`src/design/magnetometer_axis_moving_average_top_assert.svh`:
```
// Assertion macros shared by the magnetometer moving-average RTL.
// Included by the modules that carry concurrent checks; no other dependencies.
`ifndef MAGNETOMETER_AXIS_MOVING_AVERAGE_TOP_ASSERT_SVH
`define MAGNETOMETER_AXIS_MOVING_AVERAGE_TOP_ASSERT_SVH

// The condition holds at every clock edge outside reset.
`define MAG_AVG_ASSERT_HOLDS(label, clk, rst, expr) \
  label: assert property (@(posedge clk) disable iff (rst) (expr)) \
    else $error("mag_avg invariant violated");

// The consequent holds in the same cycle as the antecedent.
`define MAG_AVG_ASSERT_IMPL(label, clk, rst, ante, cons) \
  label: assert property (@(posedge clk) disable iff (rst) (ante) |-> (cons)) \
    else $error("mag_avg implication violated");

// The consequent holds in the cycle after the antecedent.
`define MAG_AVG_ASSERT_NEXT(label, clk, rst, ante, cons) \
  label: assert property (@(posedge clk) disable iff (rst) (ante) |=> (cons)) \
    else $error("mag_avg sequence violated");

`endif

```
`src/design/mag_avg_pkg.sv`:
```
// Shared types, constants and the sample merge function for the magnetometer
// moving-average block. Has no dependencies.
package mag_avg_pkg;

  localparam int AXIS_W                = 2;
  localparam int BYTE_W                = 8;
  localparam int SAMPLE_W              = 13;
  localparam int SAMPLE_SHIFT          = 3;
  localparam int WINDOW_LENGTH_DEFAULT = 10;
  localparam int FIFO_DEPTH            = 8;
  localparam int S_TDATA_W             = 16;
  localparam int M_TDATA_W             = 32;

  localparam logic [AXIS_W-1:0] AXIS_X = 2'd0;
  localparam logic [AXIS_W-1:0] AXIS_Y = 2'd1;
  localparam logic [AXIS_W-1:0] AXIS_Z = 2'd2;

  localparam logic [BYTE_W-1:0] XY_LOW_MASK = 8'hF8;
  localparam logic [BYTE_W-1:0] Z_LOW_MASK  = 8'hFE;

  typedef struct packed {
    logic signed [SAMPLE_W-1:0] average;
    logic signed [SAMPLE_W-1:0] sample;
  } result_t;

  // Joins the masked bytes into a 16-bit word and divides by eight, rounding
  // towards zero.
  function automatic logic signed [SAMPLE_W-1:0] merge_sample(
    input logic [AXIS_W-1:0] axis,
    input logic [BYTE_W-1:0] lo,
    input logic [BYTE_W-1:0] hi
  );
    logic [BYTE_W-1:0]          mask;
    logic signed [2*BYTE_W-1:0] word;
    logic signed [2*BYTE_W-1:0] shifted;
    logic [2*BYTE_W-1:0]        quot;
    mask    = (axis == AXIS_Z) ? Z_LOW_MASK : XY_LOW_MASK;
    word    = {hi, lo & mask};
    shifted = word >>> SAMPLE_SHIFT;
    quot    = shifted + (2*BYTE_W)'(word[2*BYTE_W-1] && (word[SAMPLE_SHIFT-1:0] != '0));
    return quot[SAMPLE_W-1:0];
  endfunction

endpackage

```
`src/design/magnetometer_axis_moving_average_top.sv`:
```
// Top level of the per-axis magnetometer moving-average filter: sample ring
// memory, running sums and the output queue. Depends on mag_avg_pkg,
// mag_avg_mean_div, mag_avg_fifo and the assertion header.
//
//   channel   direction  fields
//   s_axis    in         tdata: low_byte, high_byte; tuser: axis_select
//   m_axis    out        tdata: axis_sample, axis_average
//
// One word is accepted every cycle while s_axis_tready is high; a result
// reaches m_axis through the ring read, the sum update, the divider register
// and the output queue. A word with axis selector 3 is taken and dropped.
// s_axis_tready depends only on registers: it falls once eight words are held
// between the ring stage and the output queue, so m_axis stalls back up there.
// Reset is synchronous; the ring needs no clearing pass, as per-entry valid
// bits make unwritten entries read as zero.
module magnetometer_axis_moving_average_top #(
  parameter int WINDOW_LENGTH = mag_avg_pkg::WINDOW_LENGTH_DEFAULT
) (
  input  logic                                clk,
  input  logic                                rst,
  input  logic                                s_axis_tvalid,
  output logic                                s_axis_tready,
  // low_byte [7:0], high_byte [15:8]
  input  logic [mag_avg_pkg::S_TDATA_W-1:0]   s_axis_tdata,
  // axis_select [1:0]
  input  logic [mag_avg_pkg::AXIS_W-1:0]      s_axis_tuser,
  output logic                                m_axis_tvalid,
  input  logic                                m_axis_tready,
  // axis_sample [12:0], axis_average [25:13], zero [31:26]
  output logic [mag_avg_pkg::M_TDATA_W-1:0]   m_axis_tdata
);
  import mag_avg_pkg::*;
  `include "magnetometer_axis_moving_average_top_assert.svh"

  localparam int POS_W      = $clog2(WINDOW_LENGTH);
  localparam int ADDR_W     = AXIS_W + POS_W;
  localparam int RING_DEPTH = 1 << ADDR_W;
  localparam int SUM_W      = SAMPLE_W + $clog2(WINDOW_LENGTH);
  localparam int OCC_W      = $clog2(FIFO_DEPTH + 1);
  localparam int SUM_LIMIT  = (1 << (SAMPLE_W - 1)) * WINDOW_LENGTH;
  localparam logic [POS_W-1:0] POS_LAST = POS_W'(WINDOW_LENGTH - 1);

  logic [AXIS_W-1:0]          in_axis;
  logic [BYTE_W-1:0]          in_low;
  logic [BYTE_W-1:0]          in_high;
  logic                       s_accept;
  logic                       axis_ok;
  logic                       take;
  logic signed [SAMPLE_W-1:0] in_sample;
  logic [POS_W-1:0]           pos [3];
  logic [POS_W-1:0]           pos_sel;
  logic [ADDR_W-1:0]          ring_addr;

  logic signed [SAMPLE_W-1:0] ring_mem [RING_DEPTH];
  logic signed [SAMPLE_W-1:0] ring_rdata;
  logic [RING_DEPTH-1:0]      ring_valid;

  logic                       v1;
  logic                       old_valid1;
  logic [AXIS_W-1:0]          axis1;
  logic signed [SAMPLE_W-1:0] sample1;
  logic signed [SAMPLE_W-1:0] old_sample;
  logic signed [SUM_W-1:0]    win_sum [3];
  logic signed [SUM_W-1:0]    sum_cur;
  logic signed [SUM_W-1:0]    sum_new;

  logic                       v2;
  logic signed [SUM_W-1:0]    sum2;
  logic signed [SAMPLE_W-1:0] sample2;

  logic                       div_valid;
  result_t                    div_result;
  result_t                    fifo_data;
  logic [OCC_W-1:0]           fifo_count;
  logic [OCC_W-1:0]           occupancy;

  assign in_axis  = s_axis_tuser;
  assign in_low   = s_axis_tdata[BYTE_W-1:0];
  assign in_high  = s_axis_tdata[2*BYTE_W-1:BYTE_W];
  assign s_accept = s_axis_tvalid && s_axis_tready;
  assign axis_ok  = (in_axis == AXIS_X) || (in_axis == AXIS_Y) || (in_axis == AXIS_Z);
  assign take     = s_accept && axis_ok;

  assign in_sample = merge_sample(in_axis, in_low, in_high);

  always_comb begin
    case (in_axis)
      AXIS_X:  pos_sel = pos[0];
      AXIS_Y:  pos_sel = pos[1];
      AXIS_Z:  pos_sel = pos[2];
      default: pos_sel = '0;
    endcase
  end

  assign ring_addr = {in_axis, pos_sel};

  always_ff @(posedge clk) begin
    if (rst) begin
      pos[0] <= '0;
      pos[1] <= '0;
      pos[2] <= '0;
    end else if (take) begin
      pos[in_axis] <= (pos_sel == POS_LAST) ? '0 : pos_sel + 1'b1;
    end
  end

  // The new sample overwrites its slot in the same cycle that the old one is
  // read out, so the write never races a later read of the same entry.
  always_ff @(posedge clk) begin
    if (take) begin
      ring_mem[ring_addr] <= in_sample;
    end
    ring_rdata <= ring_mem[ring_addr];
  end

  always_ff @(posedge clk) begin
    if (rst) begin
      ring_valid <= '0;
    end else if (take) begin
      ring_valid[ring_addr] <= 1'b1;
    end
  end

  always_ff @(posedge clk) begin
    if (rst) begin
      v1 <= 1'b0;
      v2 <= 1'b0;
    end else begin
      v1 <= take;
      v2 <= v1;
    end
  end

  always_ff @(posedge clk) begin
    old_valid1 <= ring_valid[ring_addr];
    axis1      <= in_axis;
    sample1    <= in_sample;
    sum2       <= sum_new;
    sample2    <= sample1;
  end

  assign old_sample = old_valid1 ? ring_rdata : '0;

  always_comb begin
    case (axis1)
      AXIS_X:  sum_cur = win_sum[0];
      AXIS_Y:  sum_cur = win_sum[1];
      AXIS_Z:  sum_cur = win_sum[2];
      default: sum_cur = '0;
    endcase
  end

  assign sum_new = sum_cur + SUM_W'(sample1) - SUM_W'(old_sample);

  always_ff @(posedge clk) begin
    if (rst) begin
      win_sum[0] <= '0;
      win_sum[1] <= '0;
      win_sum[2] <= '0;
    end else if (v1) begin
      win_sum[axis1] <= sum_new;
    end
  end

  mag_avg_mean_div #(
    .WINDOW_LENGTH (WINDOW_LENGTH)
  ) u_mean_div (
    .clk        (clk),
    .rst        (rst),
    .in_valid   (v2),
    .in_sum     (sum2),
    .in_sample  (sample2),
    .out_valid  (div_valid),
    .out_result (div_result)
  );

  mag_avg_fifo u_fifo (
    .clk       (clk),
    .rst       (rst),
    .push      (div_valid),
    .push_data (div_result),
    .pop_ready (m_axis_tready),
    .out_valid (m_axis_tvalid),
    .out_data  (fifo_data),
    .count     (fifo_count)
  );

  // Every word past the ring stage holds a queue slot until it leaves.
  assign occupancy     = OCC_W'(v1) + OCC_W'(v2) + OCC_W'(div_valid) + fifo_count;
  assign s_axis_tready = (occupancy < OCC_W'(FIFO_DEPTH));
  assign m_axis_tdata  = M_TDATA_W'({fifo_data.average, fifo_data.sample});

  `MAG_AVG_ASSERT_HOLDS(a_credit_bound, clk, rst, occupancy <= OCC_W'(FIFO_DEPTH))
  `MAG_AVG_ASSERT_NEXT(a_dropped_word, clk, rst, s_accept && !axis_ok, !v1)
  `MAG_AVG_ASSERT_HOLDS(a_pos_bound, clk, rst, pos[0] <= POS_LAST && pos[1] <= POS_LAST && pos[2] <= POS_LAST)
  `MAG_AVG_ASSERT_HOLDS(a_sum_bound, clk, rst, win_sum[0] >= -SUM_LIMIT && win_sum[0] < SUM_LIMIT)
  `MAG_AVG_ASSERT_NEXT(a_ring_written, clk, rst, take, ring_valid[$past(ring_addr)])

endmodule

```
`src/design/mag_avg_mean_div.sv`:
```
// Two-stage window mean: magnitude of the running sum, then division by the
// window length through a reciprocal multiply. Depends on mag_avg_pkg.
module mag_avg_mean_div #(
  parameter int WINDOW_LENGTH = mag_avg_pkg::WINDOW_LENGTH_DEFAULT
) (
  input  logic                                              clk,
  input  logic                                              rst,
  input  logic                                              in_valid,
  input  logic signed [mag_avg_pkg::SAMPLE_W+$clog2(WINDOW_LENGTH)-1:0] in_sum,
  input  logic signed [mag_avg_pkg::SAMPLE_W-1:0]           in_sample,
  output logic                                              out_valid,
  output mag_avg_pkg::result_t                              out_result
);
  import mag_avg_pkg::*;

  localparam int SUM_W  = SAMPLE_W + $clog2(WINDOW_LENGTH);
  localparam int LOG_W  = $clog2(WINDOW_LENGTH);
  localparam int SHIFT  = SUM_W + LOG_W;
  localparam int PROD_W = 2 * SUM_W + 1;
  // Rounded-up reciprocal; exact floor for every magnitude below 2**SUM_W.
  localparam longint unsigned RECIP = ((longint'(1) << SHIFT) + WINDOW_LENGTH - 1)
                                      / WINDOW_LENGTH;
  localparam logic [SUM_W:0] RECIP_C = (SUM_W + 1)'(RECIP);

  logic                       valid;
  logic                       neg;
  logic [SUM_W-1:0]           mag;
  logic signed [SAMPLE_W-1:0] sample;
  logic [PROD_W-1:0]          prod;
  logic [SAMPLE_W-1:0]        quot;

  always_ff @(posedge clk) begin
    if (rst) begin
      valid <= 1'b0;
    end else begin
      valid <= in_valid;
    end
  end

  always_ff @(posedge clk) begin
    neg    <= in_sum[SUM_W-1];
    mag    <= in_sum[SUM_W-1] ? SUM_W'(-in_sum) : SUM_W'(in_sum);
    sample <= in_sample;
  end

  assign prod = PROD_W'(mag) * PROD_W'(RECIP_C);
  assign quot = prod[SHIFT +: SAMPLE_W];

  assign out_valid          = valid;
  assign out_result.sample  = sample;
  assign out_result.average = neg ? (SAMPLE_W'(0) - quot) : quot;

endmodule

```
`src/design/mag_avg_fifo.sv`:
```
// Result queue on the master side; it absorbs every word in flight when the
// consumer stalls. Depends on mag_avg_pkg and the assertion header.
module mag_avg_fifo (
  input  logic                                           clk,
  input  logic                                           rst,
  input  logic                                           push,
  input  mag_avg_pkg::result_t                           push_data,
  input  logic                                           pop_ready,
  output logic                                           out_valid,
  output mag_avg_pkg::result_t                           out_data,
  output logic [$clog2(mag_avg_pkg::FIFO_DEPTH+1)-1:0]   count
);
  import mag_avg_pkg::*;
  `include "magnetometer_axis_moving_average_top_assert.svh"

  localparam int PTR_W = $clog2(FIFO_DEPTH);
  localparam int CNT_W = $clog2(FIFO_DEPTH + 1);

  result_t            slots [FIFO_DEPTH];
  logic [PTR_W-1:0]   wr_ptr;
  logic [PTR_W-1:0]   rd_ptr;
  logic               pop;

  assign out_valid = (count != '0);
  assign pop       = out_valid && pop_ready;
  assign out_data  = slots[rd_ptr];

  always_ff @(posedge clk) begin
    if (rst) begin
      wr_ptr <= '0;
      rd_ptr <= '0;
      count  <= '0;
    end else begin
      if (push) begin
        wr_ptr <= wr_ptr + 1'b1;
      end
      if (pop) begin
        rd_ptr <= rd_ptr + 1'b1;
      end
      count <= count + CNT_W'(push) - CNT_W'(pop);
    end
  end

  always_ff @(posedge clk) begin
    if (push) begin
      slots[wr_ptr] <= push_data;
    end
  end

  `MAG_AVG_ASSERT_HOLDS(a_no_overflow, clk, rst, !(push && !pop && count == CNT_W'(FIFO_DEPTH)))
  `MAG_AVG_ASSERT_HOLDS(a_count_bound, clk, rst, count <= CNT_W'(FIFO_DEPTH))
  `MAG_AVG_ASSERT_NEXT(a_count_grows, clk, rst, push && !pop, count == $past(count) + 1'b1)

endmodule
```
`config.mk`:
```
export PLATFORM = sky130hd
export DESIGN_NAME = magnetometer_axis_moving_average_top
export DESIGN_NICKNAME = d
export VERILOG_FILES = /design/src/design/mag_avg_pkg.sv /design/src/design/magnetometer_axis_moving_average_top.sv /design/src/design/mag_avg_mean_div.sv /design/src/design/mag_avg_fifo.sv
export VERILOG_INCLUDE_DIRS = /design/src /design/src/design
export SDC_FILE = /design/constraint.sdc
export NUM_CORES = 2
export LEC_CHECK = 0
export BUFFER_PORTS_ARGS = -buffer_cell sky130_fd_sc_hd__buf_2
export CAP_MARGIN = 20
export CORE_MARGIN = 2
export CORE_UTILIZATION = 57
export DETAILED_ROUTE_END_ITERATION = 12
export HOLD_SLACK_MARGIN = 0.03
export PLACE_DENSITY = 0.76
export SYNTH_ARGS = -nofsm -noshare
export SYNTH_HDL_FRONTEND = slang
export SYNTH_SLANG_ARGS = --single-unit
```
`constraint.sdc`:
```
create_clock -name clk -period 8.93 [get_ports clk]
set_input_delay 0.893 -clock clk [delete_from_list [all_inputs] [get_ports clk]]
set_output_delay 0.893 -clock clk [all_outputs]
set_load 0.005 [all_outputs]
```
==> flow_summary.toml <==
[run_status]
outcome = "finished clean"

[timing]
period_share = 0.783
rsz0062_at_grt = "no"
final_hold_viol_count = 0
tightest_slew_ps = 1150
fmax_ghz = 0.143
final_max_slew_viol_count = 0
setup_viol = 0
relSlewSlack = 0.232
skew_ps = 36.1
holdWs_ps = 327
finalSetupTns_ps = 0
setup_ws_ps = 1940
min_period_ps = 6990

[synth]
synth_compound_area_frac = 0.0823
avgSynthCellArea_um2 = 13.5
synthArstFlopShare = 0
netlist_area_um2 = 46500
ys_seq_area_frac = 0.658
synth-xor-area-share = 0.0136
synth_cells = 3444
synthFlopType = "edfxtp_1"
yosys.area_share.simple = 0.0847
synth_top_family_by_area = "adder cells"
synth-edff-count = 915
yosysWarnings = 0
ys_ff_latch = 1070
synthMuxAreaShare = 0.0374
synth_cell_types = 76
synthAdderAreaFrac = 0.0883

[detailed_routing]
antenna_left = 0
viasPerCell = 6.15
wl_met3_um = 12400
vias = 28900
wl_um = 113000
top_layer = "met5"
drc = 0
avgRoutedWirePerCell_um = 24.1
firstDrtPassIters = 9
met1_length_um = 43400
drt-initial-drc-count = 3755
dr_wl_met2_um = 53300

[final_layout]
syn_to_final_growth_pct = 11.7
nets = 3833
finalInstanceArea_um2 = 51900
nFillCells = 5567
drive_gt1_frac = 0.125

[job]
maxCapViolCount = 0

[floorplanning]
io_pins = 56
die_w_um = 290
start_util = 0.576
die_h_um = 290
core_um2 = 80700
dieArea_um2 = 83800
rows = 104

[clock_tree]
clkSlewWorstSetupHoldPaths_ps = 60
cts.sinks = 1070
cts.htree.levels = 3
cts_tree = "done"
clock_path_buffers = 3
cts_root_buffer = "clkbuf_16"
clk_latency_ps = 690
cts_setup_buffers = 0
cts_buffers = 101
hold_buffers = 0
cts_resized = 0

[global_route]
first_global_vias = 28400
overflow = 0
grt_util_all_layers = 0.271
antenna_found_initial = 3
grt_pass1_wl_um = 170000
grt_max_degree = 131

[critical_path]
reg2reg_from = "u_mean_div.mag[9]$_DFF_P_"
endpoint_kind = "flip-flop"
r2r-end = "u_fifo.slots[0][25]$_DFFE_PP_"
critPathKind = "reg -> reg"
crit_path_max_fanout = 8
cp_data_arrival_time_ps = 7380
critical_path_required_ps = 9320
startpoint_type = "flip-flop"
r2r_slack_ps = 1940
cp-endpoint = "u_fifo.slots[0][25]$_DFFE_PP_"
critPathLaunch = "u_mean_div.mag[9]$_DFF_P_"
rr_worst_depth = 21

[placed_design]
dp_hpwl_um = 67800
dp_worst_setup_slack_ps = 1910
globalplace.congestion = 0.892
placed_area_um2 = 48500
portBuffers = 48

[worst_hold_path]
min_path_cells = 0
min_path_type = "reg -> reg"
logic make-up (layout without fill, tap and decap cells):
family / after synthesis / in the layout
DFF: 1070 / 1070
other: 1 / 27
xor gates and xnor gates: 72 / 72
muxes: 104 / 104
buffers and inverters: 427 / 593
AOI/OAI and AO/OA: 575 / 575
adders and majority gates: 265 / 265
and+or+nand+nor: 930 / 930
Yosys cell counts (22+ instances only):
master,count,area [um^2]
a211oi_1,50,375
a21oi_1,225,1130
a221oi_1,65,569
a22oi_1,51,383
a31oi_1,22,138
and2_1,23,144
buf_1,45,169
buf_2,25,125
clkbuf_1,88,330
dfxtp_1,155,3100
edfxtp_1,915,27500
fa_1,105,2100
ha_1,160,2000
inv_1,262,983
mux2_2,26,293
mux2i_1,25,250
mux4_2,53,1190
nand2_1,419,1570
nand3_1,114,571
nor2_1,279,1050
o21ai_0,39,195
o22ai_1,24,150
xnor2_1,51,447
metrics by stage:
stage | util | instances
3_3_place_gp | 0.600 | 4501
4_1_cts | 0.643 | 4695
3_5_place_dp | 0.601 | 4503
5_1_grt | 0.643 | 4696
2_1_floorplan | - | 3469
6_report | 0.643 | 4696
critical path, stage by stage (launching register included):
cell,delay [ps]
dfxtp_1,490
ha_1,350
fa_1,550
inv_1,60
fa_1,500
fa_1,540
inv_1,50
fa_1,520
inv_1,50
fa_1,530
inv_1,40
ha_1,370
a21oi_1,310
nor2_1,120
a221oi_2,260
o31ai_2,160
or4b_1,540
a31oi_4,270
nand4b_1,160
nand4b_1,150
o211ai_2,100
xnor2_1,550
flip-flops by register name, summed over array words and instances, names as in the netlist, named ones only:
register / count
ring_mem: 644
u_fifo.slots: 208
win_sum: 51
ring_valid: 49
sum2: 17
u_mean_div.mag: 17
ring_rdata: 13
sample1: 13
sample2: 13
u_mean_div.sample: 13
pos: 12
u_fifo.count: 4
u_fifo.rd_ptr: 3
u_fifo.wr_ptr: 3
axis1: 2
old_valid1: 1
u_mean_div.neg: 1
u_mean_div.out_valid: 1
v1: 1
v2: 1
area by class of cell:
type	instances	area [um^2]	area share
Clock inverter	52	586	0.0113
Antenna cell	1	2.50	0.0000482
Multi-Input combinational cell	1972	14600	0.282
Timing Repair Buffer	139	952	0.0184
Inverter	262	983	0.0190
Sequential cell	1070	30600	0.589
Tap cell	1060	1330	0.0256
Clock buffer	140	2820	0.0544
how the worst min path moves through the flow:
stage                             from                           end
floorplan           sample2[0]$_DFF_P_  u_mean_div.sample[0]$_DFF_P_
global placement    sample2[6]$_DFF_P_  u_mean_div.sample[6]$_DFF_P_
detailed placement  sample2[7]$_DFF_P_  u_mean_div.sample[7]$_DFF_P_
CTS                 sample2[7]$_DFF_P_  u_mean_div.sample[7]$_DFF_P_
global route        sample2[7]$_DFF_P_  u_mean_div.sample[7]$_DFF_P_
finish              sample2[7]$_DFF_P_  u_mean_div.sample[7]$_DFF_P_
cell usage in the layout, fill, tap and decap left out, types with 28 or more instances in the layout:
cell,Yosys,layout
nor2_1,279,248
xnor2_1,51,43
inv_1,262,262
ha_1,160,158
a211oi_1,50,50
a21oi_1,225,222
a221oi_1,65,65
a22oi_1,51,51
mux4_2,53,53
buf_4,6,88
o21ai_0,39,39
nand2_1,419,419
edfxtp_1,915,915
nand3_1,114,114
fa_1,105,105
dfxtp_1,155,153
buf_2,25,48
nor2_2,0,28
clkbuf_16,0,101
per-layer routing:
metal / up-vias / GRT usage
met5: - / 0
met4: 4 / 0.0949
met3: 301 / 0.0612
li1: 12700 / -
met1: 14300 / 0.373
met2: 1641 / 0.430
Power is left out: the tool's default activity adds up to more than one toggle a clock period on the data nets, which glitch-free logic cannot reach.
